$ cat src/rtl/assert_macros.svh
// Assertion macros shared by the tokenizer RTL.
`ifndef ASSERT_MACROS_SVH
`define ASSERT_MACROS_SVH
// Clocked implication check, disabled while reset is asserted.
`define CHK_IMPL(lbl, ante, cons, msg) \
	lbl: assert property (@(posedge clk) disable iff (!arst_n) (ante) |-> (cons)) \
		else $error(msg);
// Clocked next-cycle implication check.
`define CHK_NEXT(lbl, ante, cons, msg) \
	lbl: assert property (@(posedge clk) disable iff (!arst_n) (ante) |=> (cons)) \
		else $error(msg);
`endif

$ cat src/rtl/fjot_pkg.sv
// Types and constants of the flat JSON object tokenizer.
`default_nettype none
package fjot_pkg;
	localparam int QDepth = 4;
	localparam int QAw = 2;

	typedef enum logic [3:0] {
		LM_IDLE   = 4'b0001,
		LM_STRING = 4'b0010,
		LM_NUMBER = 4'b0100,
		LM_NULL   = 4'b1000
	} lex_t;

	typedef enum logic [6:0] {
		PH_BRACE = 7'b0000001,
		PH_KEY   = 7'b0000010,
		PH_COLON = 7'b0000100,
		PH_VALUE = 7'b0001000,
		PH_COMMA = 7'b0010000,
		PH_DONE  = 7'b0100000,
		PH_FAIL  = 7'b1000000
	} phase_t;

	typedef enum logic [3:0] {
		TK_LBRACE, TK_RBRACE, TK_LBRACKET, TK_RBRACKET, TK_COLON, TK_COMMA,
		TK_STRING, TK_NUMBER, TK_NULL
	} tok_t;

	localparam logic [2:0] EV_KEY_CHAR = 3'd0;
	localparam logic [2:0] EV_KEY_END  = 3'd1;
	localparam logic [2:0] EV_STR_CHAR = 3'd2;
	localparam logic [2:0] EV_STR_END  = 3'd3;
	localparam logic [2:0] EV_INT      = 3'd4;
	localparam logic [2:0] EV_NULL     = 3'd5;
	localparam logic [2:0] EV_OBJ_END  = 3'd6;
	localparam logic [2:0] EV_ERROR    = 3'd7;

	localparam logic [3:0] ERR_TOKENS    = 4'd0;
	localparam logic [3:0] ERR_LENGTH    = 4'd1;
	localparam logic [3:0] ERR_BAD_CHAR  = 4'd2;
	localparam logic [3:0] ERR_NO_BRACE  = 4'd3;
	localparam logic [3:0] ERR_NO_KEY    = 4'd4;
	localparam logic [3:0] ERR_NO_COLON  = 4'd5;
	localparam logic [3:0] ERR_BAD_VALUE = 4'd6;
	localparam logic [3:0] ERR_NO_COMMA  = 4'd7;
	localparam logic [3:0] ERR_EARLY_END = 4'd8;

	localparam logic [0:0] REG_MAX_TOKENS = 1'b0;
	localparam logic [0:0] REG_MAX_LENGTH = 1'b1;

	localparam logic [7:0] TOKENS_RESET = 8'd50;
	localparam logic [9:0] LENGTH_RESET = 10'd256;

	localparam logic [7:0] CH_END   = 8'h2A;
	localparam logic [7:0] CH_QUOTE = 8'h22;
	localparam logic [7:0] CH_MINUS = 8'h2D;
	localparam logic [7:0] CH_DOT   = 8'h2E;
	localparam logic [7:0] CH_N     = 8'h6E;
	localparam logic [7:0] CH_U     = 8'h75;
	localparam logic [7:0] CH_L     = 8'h6C;

	typedef struct packed {
		logic [2:0]  kind;
		logic [7:0]  ch;
		logic [31:0] val;
		logic [3:0]  err;
		logic        last;
	} res_t;

	// Results of one byte, handed from front to queue
	typedef struct packed {
		logic [1:0] n;
		res_t       r0;
		res_t       r1;
	} rpair_t;

	function automatic res_t mk_res(logic [2:0] kind, logic [7:0] ch, logic [31:0] val,
			logic [3:0] err);
		res_t r;
		r.kind = kind;
		r.ch   = ch;
		r.val  = val;
		r.err  = err;
		r.last = 1'b0;
		return r;
	endfunction
endpackage
`default_nettype wire

$ cat src/rtl/fjot_front.sv
// Front end: lexer and flat-object parser, one byte per cycle while take is high.
`default_nettype none
`include "assert_macros.svh"
module fjot_front import fjot_pkg::*; #(
	parameter int VALUE_WIDTH = 32
) (
	input  wire logic       clk,
	input  wire logic       arst_n,
	input  wire logic       take,
	input  wire logic [7:0] data_byte,
	input  wire logic [7:0] max_tokens,
	input  wire logic [9:0] max_input_length,
	output rpair_t          res
);
	typedef struct packed {
		phase_t ph;
		logic   inc;
		logic   emit;
		res_t   r;
	} fin_t;

	lex_t                   lex_q, lex_d;
	phase_t                 ph_q, ph_d;
	logic [1:0]             nul_q, nul_d;
	logic [VALUE_WIDTH-1:0] acc_q, acc_d;
	logic                   neg_q, neg_d;
	logic                   frz_q, frz_d;
	logic [9:0]             bc_q, bc_d;
	logic [7:0]             tc_q, tc_d;

	// Parser step for one completed token
	function automatic fin_t finish(tok_t tok, phase_t ph, logic [7:0] tc, logic [7:0] mt,
			logic [31:0] nv);
		fin_t f;
		f.ph   = ph;
		f.inc  = 1'b0;
		f.emit = 1'b0;
		f.r    = '0;
		if (tc >= mt) begin
			f.ph = PH_FAIL; f.emit = 1'b1; f.r = mk_res(EV_ERROR, 8'd0, 32'd0, ERR_TOKENS);
		end else begin
			f.inc = 1'b1;
			case (ph)
				PH_BRACE: begin
					if (tok == TK_LBRACE) f.ph = PH_KEY;
					else begin
						f.ph = PH_FAIL; f.emit = 1'b1;
						f.r = mk_res(EV_ERROR, 8'd0, 32'd0, ERR_NO_BRACE);
					end
				end
				PH_KEY: begin
					f.emit = 1'b1;
					if (tok == TK_STRING) begin
						f.ph = PH_COLON; f.r = mk_res(EV_KEY_END, 8'd0, 32'd0, 4'd0);
					end else if (tok == TK_RBRACE) begin
						f.ph = PH_DONE; f.r = mk_res(EV_OBJ_END, 8'd0, 32'd0, 4'd0);
					end else begin
						f.ph = PH_FAIL; f.r = mk_res(EV_ERROR, 8'd0, 32'd0, ERR_NO_KEY);
					end
				end
				PH_COLON: begin
					if (tok == TK_COLON) f.ph = PH_VALUE;
					else begin
						f.ph = PH_FAIL; f.emit = 1'b1;
						f.r = mk_res(EV_ERROR, 8'd0, 32'd0, ERR_NO_COLON);
					end
				end
				PH_VALUE: begin
					f.emit = 1'b1;
					f.ph = PH_COMMA;
					if (tok == TK_STRING) f.r = mk_res(EV_STR_END, 8'd0, 32'd0, 4'd0);
					else if (tok == TK_NUMBER) f.r = mk_res(EV_INT, 8'd0, nv, 4'd0);
					else if (tok == TK_NULL) f.r = mk_res(EV_NULL, 8'd0, 32'd0, 4'd0);
					else begin
						f.ph = PH_FAIL; f.r = mk_res(EV_ERROR, 8'd0, 32'd0, ERR_BAD_VALUE);
					end
				end
				PH_COMMA: begin
					if (tok == TK_COMMA) f.ph = PH_KEY;
					else if (tok == TK_RBRACE) begin
						f.ph = PH_DONE; f.emit = 1'b1;
						f.r = mk_res(EV_OBJ_END, 8'd0, 32'd0, 4'd0);
					end else begin
						f.ph = PH_FAIL; f.emit = 1'b1;
						f.r = mk_res(EV_ERROR, 8'd0, 32'd0, ERR_NO_COMMA);
					end
				end
				default: ;
			endcase
		end
		return f;
	endfunction

	// Signed value of the pending number, low 32 bits
	logic signed [VALUE_WIDTH-1:0] nsig;
	logic [63:0]                   next64;
	logic [31:0]                   nval;
	always_comb begin
		nsig   = neg_q ? -acc_q : acc_q;
		next64 = 64'(nsig);
		nval   = next64[31:0];
	end

	// Byte classification
	logic [7:0] c;
	logic       is_term, is_digit;
	logic [3:0] digit;
	assign c        = data_byte;
	assign is_term  = (c == CH_END) || (c == 8'd0);
	assign is_digit = (c >= 8'h30) && (c <= 8'h39);
	assign digit    = c[3:0];

	// Next state and results of the accepted byte
	always_comb begin
		fin_t   f;
		res_t   rv [2];
		logic [1:0] n;
		logic   do_idle;
		logic   ftok;
		tok_t   tok;
		lex_d = lex_q; ph_d = ph_q; nul_d = nul_q; acc_d = acc_q;
		neg_d = neg_q; frz_d = frz_q; bc_d = bc_q; tc_d = tc_q;
		rv[0] = '0; rv[1] = '0; n = 2'd0;
		do_idle = 1'b0; ftok = 1'b0; tok = TK_LBRACE; f = '0;
		if (take) begin
			if (is_term) begin
				if (ph_q != PH_FAIL) begin
					if (lex_q == LM_NUMBER || lex_q == LM_STRING) begin
						f = finish((lex_q == LM_NUMBER) ? TK_NUMBER : TK_STRING,
							ph_d, tc_d, max_tokens, nval);
						ph_d = f.ph;
						if (f.emit) begin rv[n[0]] = f.r; n = n + 2'd1; end
					end else if (lex_q == LM_NULL) begin
						ph_d = PH_FAIL;
						rv[n[0]] = mk_res(EV_ERROR, 8'd0, 32'd0, ERR_BAD_CHAR);
						n = n + 2'd1;
					end
					if (ph_d != PH_FAIL && ph_d != PH_DONE) begin
						rv[n[0]] = mk_res(EV_ERROR, 8'd0, 32'd0, ERR_EARLY_END);
						n = n + 2'd1;
					end
				end
				lex_d = LM_IDLE; nul_d = 2'd0; ph_d = PH_BRACE; acc_d = '0;
				neg_d = 1'b0; frz_d = 1'b0; bc_d = '0; tc_d = '0;
			end else if (ph_q == PH_FAIL) begin
				// swallow bytes until the terminator
			end else if (bc_q >= max_input_length) begin
				ph_d = PH_FAIL; lex_d = LM_IDLE; nul_d = 2'd0;
				rv[0] = mk_res(EV_ERROR, 8'd0, 32'd0, ERR_LENGTH); n = 2'd1;
			end else begin
				bc_d = bc_q + 10'd1;
				case (lex_q)
					LM_STRING: begin
						if (c == CH_QUOTE) begin
							lex_d = LM_IDLE; ftok = 1'b1; tok = TK_STRING;
						end else if (ph_q == PH_KEY) begin
							rv[0] = mk_res(EV_KEY_CHAR, c, 32'd0, 4'd0); n = 2'd1;
						end else if (ph_q == PH_VALUE) begin
							rv[0] = mk_res(EV_STR_CHAR, c, 32'd0, 4'd0); n = 2'd1;
						end
					end
					LM_NULL: begin
						if ((nul_q == 2'd1 && c == CH_U) || (nul_q != 2'd1 && c == CH_L)) begin
							if (nul_q == 2'd3) begin
								nul_d = 2'd0; lex_d = LM_IDLE; ftok = 1'b1; tok = TK_NULL;
							end else nul_d = nul_q + 2'd1;
						end else begin
							ph_d = PH_FAIL; lex_d = LM_IDLE; nul_d = 2'd0;
							rv[0] = mk_res(EV_ERROR, 8'd0, 32'd0, ERR_BAD_CHAR); n = 2'd1;
						end
					end
					LM_NUMBER: begin
						if (is_digit) begin
							if (!frz_q)
								acc_d = (acc_q << 3) + (acc_q << 1) + VALUE_WIDTH'(digit);
						end else if (c == CH_DOT) begin
							frz_d = 1'b1;
						end else begin
							lex_d = LM_IDLE;
							f = finish(TK_NUMBER, ph_d, tc_d, max_tokens, nval);
							ph_d = f.ph;
							tc_d = tc_d + {7'd0, f.inc};
							if (f.emit) begin rv[n[0]] = f.r; n = n + 2'd1; end
							if (ph_d == PH_FAIL) nul_d = 2'd0;
							else do_idle = 1'b1;
						end
					end
					default: do_idle = 1'b1;
				endcase
				// Idle lexer: start a token or complete a single-byte one
				if (do_idle) begin
					case (c)
						8'h7B: begin ftok = 1'b1; tok = TK_LBRACE; end
						8'h7D: begin ftok = 1'b1; tok = TK_RBRACE; end
						8'h5B: begin ftok = 1'b1; tok = TK_LBRACKET; end
						8'h5D: begin ftok = 1'b1; tok = TK_RBRACKET; end
						8'h3A: begin ftok = 1'b1; tok = TK_COLON; end
						8'h2C: begin ftok = 1'b1; tok = TK_COMMA; end
						CH_QUOTE: lex_d = LM_STRING;
						8'h20, 8'h09, 8'h0A, 8'h0D: ;
						CH_MINUS: begin
							lex_d = LM_NUMBER; acc_d = '0; neg_d = 1'b1; frz_d = 1'b0;
						end
						CH_N: begin lex_d = LM_NULL; nul_d = 2'd1; end
						default: begin
							if (is_digit) begin
								lex_d = LM_NUMBER; acc_d = VALUE_WIDTH'(digit);
								neg_d = 1'b0; frz_d = 1'b0;
							end else begin
								ph_d = PH_FAIL; lex_d = LM_IDLE; nul_d = 2'd0;
								rv[n[0]] = mk_res(EV_ERROR, 8'd0, 32'd0, ERR_BAD_CHAR);
								n = n + 2'd1;
							end
						end
					endcase
				end
				// Token completed by this byte
				if (ftok) begin
					f = finish(tok, ph_d, tc_d, max_tokens, nval);
					ph_d = f.ph;
					tc_d = tc_d + {7'd0, f.inc};
					if (f.emit) begin rv[n[0]] = f.r; n = n + 2'd1; end
					if (ph_d == PH_FAIL) begin lex_d = LM_IDLE; nul_d = 2'd0; end
				end
			end
		end
		if (n == 2'd1) rv[0].last = 1'b1;
		if (n == 2'd2) rv[1].last = 1'b1;
		res.n  = n;
		res.r0 = rv[0];
		res.r1 = rv[1];
	end

	// State registers
	always_ff @(posedge clk or negedge arst_n) begin
		if (!arst_n) begin
			lex_q <= LM_IDLE; ph_q <= PH_BRACE; nul_q <= 2'd0; acc_q <= '0;
			neg_q <= 1'b0; frz_q <= 1'b0; bc_q <= '0; tc_q <= '0;
		end else begin
			lex_q <= lex_d; ph_q <= ph_d; nul_q <= nul_d; acc_q <= acc_d;
			neg_q <= neg_d; frz_q <= frz_d; bc_q <= bc_d; tc_q <= tc_d;
		end
	end

	`CHK_NEXT(a_term_rearms, take && is_term, ph_q == PH_BRACE && bc_q == 10'd0, "no rearm")
	`CHK_IMPL(a_fail_silent, take && !is_term && ph_q == PH_FAIL, res.n == 2'd0, "output in fail")
	`CHK_IMPL(a_last_marked, res.n != 2'd0, (res.n == 2'd1) ? res.r0.last : res.r1.last,
		"last flag missing")
endmodule
`default_nettype wire

$ cat src/rtl/fjot_queue.sv
// Back end: result queue taking up to two words per cycle, one out.
`default_nettype none
`include "assert_macros.svh"
module fjot_queue import fjot_pkg::*; (
	input  wire logic clk,
	input  wire logic arst_n,
	input  rpair_t    wr,
	output logic      full,
	output logic      empty,
	input  wire logic pop,
	output res_t      head
);
	res_t            mem_q [QDepth];
	logic [QAw-1:0]  wp_q, rp_q;
	logic [QAw:0]    cnt_q;
	logic            do_pop;

	// Room for a worst-case pair is kept free
	assign full   = (cnt_q > 3'(QDepth - 2));
	assign empty  = (cnt_q == '0);
	assign do_pop = pop && !empty;
	assign head   = mem_q[rp_q];

	// Entry storage
	always_ff @(posedge clk) begin
		if (wr.n != 2'd0) mem_q[wp_q] <= wr.r0;
		if (wr.n == 2'd2) mem_q[wp_q + QAw'(1)] <= wr.r1;
	end

	// Pointers and fill level
	always_ff @(posedge clk or negedge arst_n) begin
		if (!arst_n) begin
			wp_q <= '0; rp_q <= '0; cnt_q <= '0;
		end else begin
			wp_q  <= wp_q + QAw'(wr.n);
			rp_q  <= rp_q + QAw'(do_pop);
			cnt_q <= cnt_q + (QAw+1)'(wr.n) - (QAw+1)'(do_pop);
		end
	end

	`CHK_IMPL(a_no_overflow, 1'b1, cnt_q <= 3'(QDepth), "queue overflow")
	`CHK_IMPL(a_no_write_full, full, wr.n == 2'd0, "write while full")
	`CHK_IMPL(a_pair_room, !full, cnt_q <= 3'(QDepth - 2), "no room for a pair")
endmodule
`default_nettype wire

$ cat src/rtl/flat_json_object_tokenizer.sv
// Top level of the flat JSON object tokenizer.
// A byte's results are written into the queue when the byte is taken and reach
// the outputs in queue order. Bytes are taken one per cycle while full is low;
// full is set once three of the 4 entries are held; two-result bytes need two pops.
// Reset (arst_n low, asynchronous) clears parser state and the queue and loads
// max_tokens with 50 and max_input_length with 256; no clearing pass is needed.
`default_nettype none
module flat_json_object_tokenizer import fjot_pkg::*; #(
	parameter int VALUE_WIDTH = 32
) (
	input  wire logic        clk,
	input  wire logic        arst_n,
	input  wire logic        push,
	output logic             full,
	input  wire logic [7:0]  data_byte,
	output logic             empty,
	input  wire logic        pop,
	output logic [2:0]       event_kind,
	output logic [7:0]       char_byte,
	output logic signed [31:0] int_value,
	output logic [3:0]       error_code,
	output logic             last,
	input  wire logic        cfg_valid,
	output logic             cfg_ready,
	input  wire logic [0:0]  cfg_index,
	input  wire logic [9:0]  cfg_data
);
	logic [7:0] max_tokens_q;
	logic [9:0] max_len_q;
	rpair_t     pair;
	res_t       head;
	logic       take;

	assign cfg_ready = 1'b1;
	assign take      = push && !full;

	// Configuration registers
	always_ff @(posedge clk or negedge arst_n) begin
		if (!arst_n) begin
			max_tokens_q <= TOKENS_RESET;
			max_len_q    <= LENGTH_RESET;
		end else if (cfg_valid) begin
			case (cfg_index)
				REG_MAX_TOKENS: max_tokens_q <= cfg_data[7:0];
				REG_MAX_LENGTH: max_len_q    <= cfg_data;
				default: ;
			endcase
		end
	end

	fjot_front #(.VALUE_WIDTH(VALUE_WIDTH)) u_front (
		.clk, .arst_n, .take, .data_byte,
		.max_tokens(max_tokens_q), .max_input_length(max_len_q), .res(pair)
	);

	fjot_queue u_queue (
		.clk, .arst_n, .wr(pair), .full, .empty, .pop, .head
	);

	assign event_kind = head.kind;
	assign char_byte  = head.ch;
	assign int_value  = head.val;
	assign error_code = head.err;
	assign last       = head.last;
endmodule
`default_nettype wire
$ cat config.mk
export PLATFORM = sky130hd
export DESIGN_NAME = flat_json_object_tokenizer
export DESIGN_NICKNAME = d
export VERILOG_FILES = /design/src/rtl/fjot_pkg.sv /design/src/rtl/fjot_front.sv /design/src/rtl/fjot_queue.sv /design/src/rtl/flat_json_object_tokenizer.sv
export VERILOG_INCLUDE_DIRS = /design/src /design/src/rtl
export SDC_FILE = /design/constraint.sdc
export NUM_CORES = 1
export LEC_CHECK = 0
export BUFFER_PORTS_ARGS = -buffer_cell sky130_fd_sc_hd__buf_4
export CORE_MARGIN = 2
export CORE_UTILIZATION = 55
export DETAILED_ROUTE_END_ITERATION = 7
export PLACE_DENSITY = 0.75
export SYNTH_ARGS = -nofsm -noshare
export SYNTH_HDL_FRONTEND = slang
export SYNTH_SLANG_ARGS = --single-unit
export TNS_END_PERCENT = 1
$ cat constraint.sdc
create_clock -name clk -period 8.29 [get_ports clk]
set_clock_uncertainty 0.2 [all_clocks]
set_input_delay 1.658 -clock clk [delete_from_list [all_inputs] [get_ports clk]]
set_output_delay 1.658 -clock clk [all_outputs]
set_load 0.02 [all_outputs]
==> results_dict.tcl <==
set metrics [dict create \
    drv_cap 0 \
    insertion_delay_ps 570 \
    num_vias 12900 \
    path_max_fanout 35 \
    grt-ovfl-total 0 \
    required_ps 8330 \
    min_period_ps 7360 \
    grt_pass1_wl_mm 69.4 \
    diodes 0 \
    synth_edf_count 192 \
    maxSlewViolCount 0 \
    via_per_inst 6.24 \
    async_flop_share 0.319 \
    final_area_sq_um 19300 \
    rows 64 \
    antenna_found_initial 0 \
    cts_tree "done" \
    grt_setup_unrepaired "false" \
    min_path_cells 1 \
    preCtsSetupSlack_ps 442 \
    layout_worst_path_cycle_share 0.888 \
    cts_setup_buffers 0 \
    tns_ps 0 \
    numCtsBuffers 29 \
    gp_congestion 0.982 \
    dp.final_hpwl_mm 29.7 \
    ir_drop_uv 206 \
    end_kind "flop" \
    holdBufCountCts 0 \
    instances_no_fill 2074 \
    fin_hold_ws_ps 308 \
    powerDensity_nw_per_um2 246 \
    core_area_sq_um 30800 \
    drive_above_1_share 0.145 \
    die_h_um 181 \
    io-pin-count 75 \
    die_w_um 181 \
    worst_pin_slew_ps 1020 \
    numClockSinks 282 \
    status "complete, no violations" \
    routedWlPerCell_um 20.5 \
    syn_nets 1734 \
    dp.cells 2022 \
    synth_area_sq_um 17300 \
    drt_first_iter_violations 1263 \
    portBuffers 73 \
    cts_buffer_depth 3 \
    criticalPathCategory "in2reg" \
    min_path_type "reg2reg" \
    clock-root-buffer "clkbuf_16" \
    arrival_ps 7400 \
    finalSetupViolations 0 \
    htree_levels 1 \
    ys_seq_area_frac 0.463 \
    ant_nets 0 \
    synth_warnings 0 \
    ys_types 94 \
    fin_nets 1784 \
    path_clk_slew_ps 60 \
    start_util 0.562 \
    drc 0 \
    globalRouteTotalUtil 0.262 \
    dpl_cell_area_sq_um 18300 \
    max_freq_ghz 0.136 \
    grt_pass1_vias 12600 \
    leakage_nw 8.16 \
    area_growth_pct 11.3 \
    synthFlopType "edfxtp_1" \
    wirelength_mm 42.5 \
    hold_violations 0 \
    maxSlewHeadroom 0.312 \
    netlist_instances 1607 \
    grt_start_max_net_pins 61 \
    first_pass_iters 5 \
    setup_ws_ps 931 \
    start_kind "input port" \
    syn-mean-instance-area_sq_um 10.8 \
    ff2ff_path_depth 25 \
    cts_resized 0 \
    synth_seq_cells 282 \
    design.die.area_sq_um 32900 \
]
==> layout by cell type, fill, tap and decap left out, drive strengths merged, types with 6 or more instances in the layout <==
master and count:
a211oi 11, a21o 26, a21oi 60, a22o 26, a31oi 14, a32o 9, and2 30, buf 101
bufinv 7, clkbuf 38, dfrtp 84, dfstp 6, edfxtp 192, ha 100, inv 52, mux2 12
mux2i 29, mux4 48, nand2 157, nand2b 16, nand3 33, nand4 17, nor2 202, nor2b 15
nor3 43, nor4 15, o211ai 7, o21a 13, o21ai 75, o22ai 7, o31ai 15, o41ai 9
or2 8, or3 20, or4 7, xnor2 56, xor2 29
==> power breakdown <==
part / leakage [nW] / internal (mW) / switching [mW] / total, mW
Clock: 0.492 / 0.864 / 0.549 / 1.41
Combinational: 4.68 / 0.648 / 0.839 / 1.49
Sequential: 2.99 / 1.66 / 0.181 / 1.84
==> cell usage after synthesis (7+ instances only) <==
cell type	instances	area share
a21o_1	26	0.011
o211ai_1	7	0.0030
o22ai_1	7	0.0025
nor2b_1	15	0.0054
buf_2	9	0.0026
nand4_1	17	0.0061
buf_1	10	0.0022
clkbuf_1	48	0.010
nor3_1	42	0.012
xor2_1	29	0.015
xnor2_1	56	0.028
o21ai_0	74	0.021
nor2_1	202	0.044
or3_1	20	0.0072
a32o_1	9	0.0052
nand2_1	156	0.034
mux2_2	12	0.0078
o31ai_1	14	0.0061
nand2b_1	16	0.0058
a22o_1	26	0.013
mux4_2	48	0.062
a211oi_1	8	0.0035
mux2i_1	29	0.017
edfxtp_1	192	0.33
o41ai_1	9	0.0046
or4_1	7	0.0030
dfrtp_1	84	0.12
a31oi_1	14	0.0051
and2_1	30	0.011
a21oi_1	60	0.017
nor4_1	10	0.0036
o21a_1	13	0.0056
ha_1	100	0.072
inv_1	47	0.010
nand3_1	32	0.0092
buf_6	11	0.0072
==> sequential cells by signal (all words and copies together) (netlist names), 4 cells and up <==
register and cells:
u_queue.mem_q 192, u_front.acc_q 32, max_len_q 10, u_front.bc_q 10
max_tokens_q 8, u_front.tc_q 8, u_front.ph_q 7, u_front.lex_q 4
==> worst max-delay path, cell delays in order <==
cell	delay (ps)
buf_4	200
nand2b_1	250
nor4_1	140
nor3b_1	830
nand3_1	200
nor2_1	290
nand3_1	150
xnor2_1	190
ha_1	210
or3_1	310
o22a_1	330
a41oi_1	350
o41a_1	310
a21oi_1	130
xnor2_1	270
o221ai_4	200
inv_4	250
o21ai_0	260
o21ai_4	530
buf_12	300
==> layer usage <==
metal	wire [um]	track usage
met1	19200	0.386
met2	19900	0.421
met3	2820	0.0357
met4	648	0.0501
met5	0	0
==> metrics by stage <==
step	total power [mW]	utilization
final	4.74	0.625
after global placement	3.32	0.592
after CTS	4.76	0.625
after floorplan	2.82	-
after global routing	4.96	0.625
after detailed placement	3.35	0.592
==> logic make-up (layout without fill, tap and decap cells) <==
kind of cell               after synthesis  after routing  synth area share
AOI/OAI and AO/OA                      324            324             0.130
xor gates and xnor gates                85             85            0.0430
adders and majority gates              103            103            0.0757
buffers and inverters                  133            204            0.0351
DFF                                    282            282             0.463
muxes                                   89             89            0.0870
other                                    1              1          0.000217
and+or+nand+nor                        590            590             0.165
==> area by class of cell <==
cell class	count	area [sq um]
Timing Repair Buffer	101	808
Fill cell	2364	11600
Sequential cell	282	8030
Clock buffer	38	759
Inverter	51	194
Tap cell	396	495
Clock inverter	14	264
Multi-Input combinational cell	1192	8730
==> worst paths after layout <==
| kind | startpoint | to | slack [ps] |
|---|---|---|---|
| worst min-delay path | max_len_q[6]$_DFFE_PN0P_ | max_len_q[6]$_DFFE_PN0P_ | 310 |
| worst max register to register | max_tokens_q[1]$_DFFE_PN1P_ | u_queue.mem_q[0][5]$_DFFE_PP_ | 1520 |
| worst min register to register | max_len_q[6]$_DFFE_PN0P_ | max_len_q[6]$_DFFE_PN0P_ | 310 |
| worst max-delay path | data_byte[0] | u_queue.mem_q[0][5]$_DFFE_PP_ | 930 |
| min in group asynchronous | arst_n | u_front.lex_q[1]$_DFFE_PN0P_ | 860 |
| max in group asynchronous | arst_n | u_front.acc_q[15]$_DFFE_PN0P_ | 5880 |
Power figures use the tool's default switching activity.
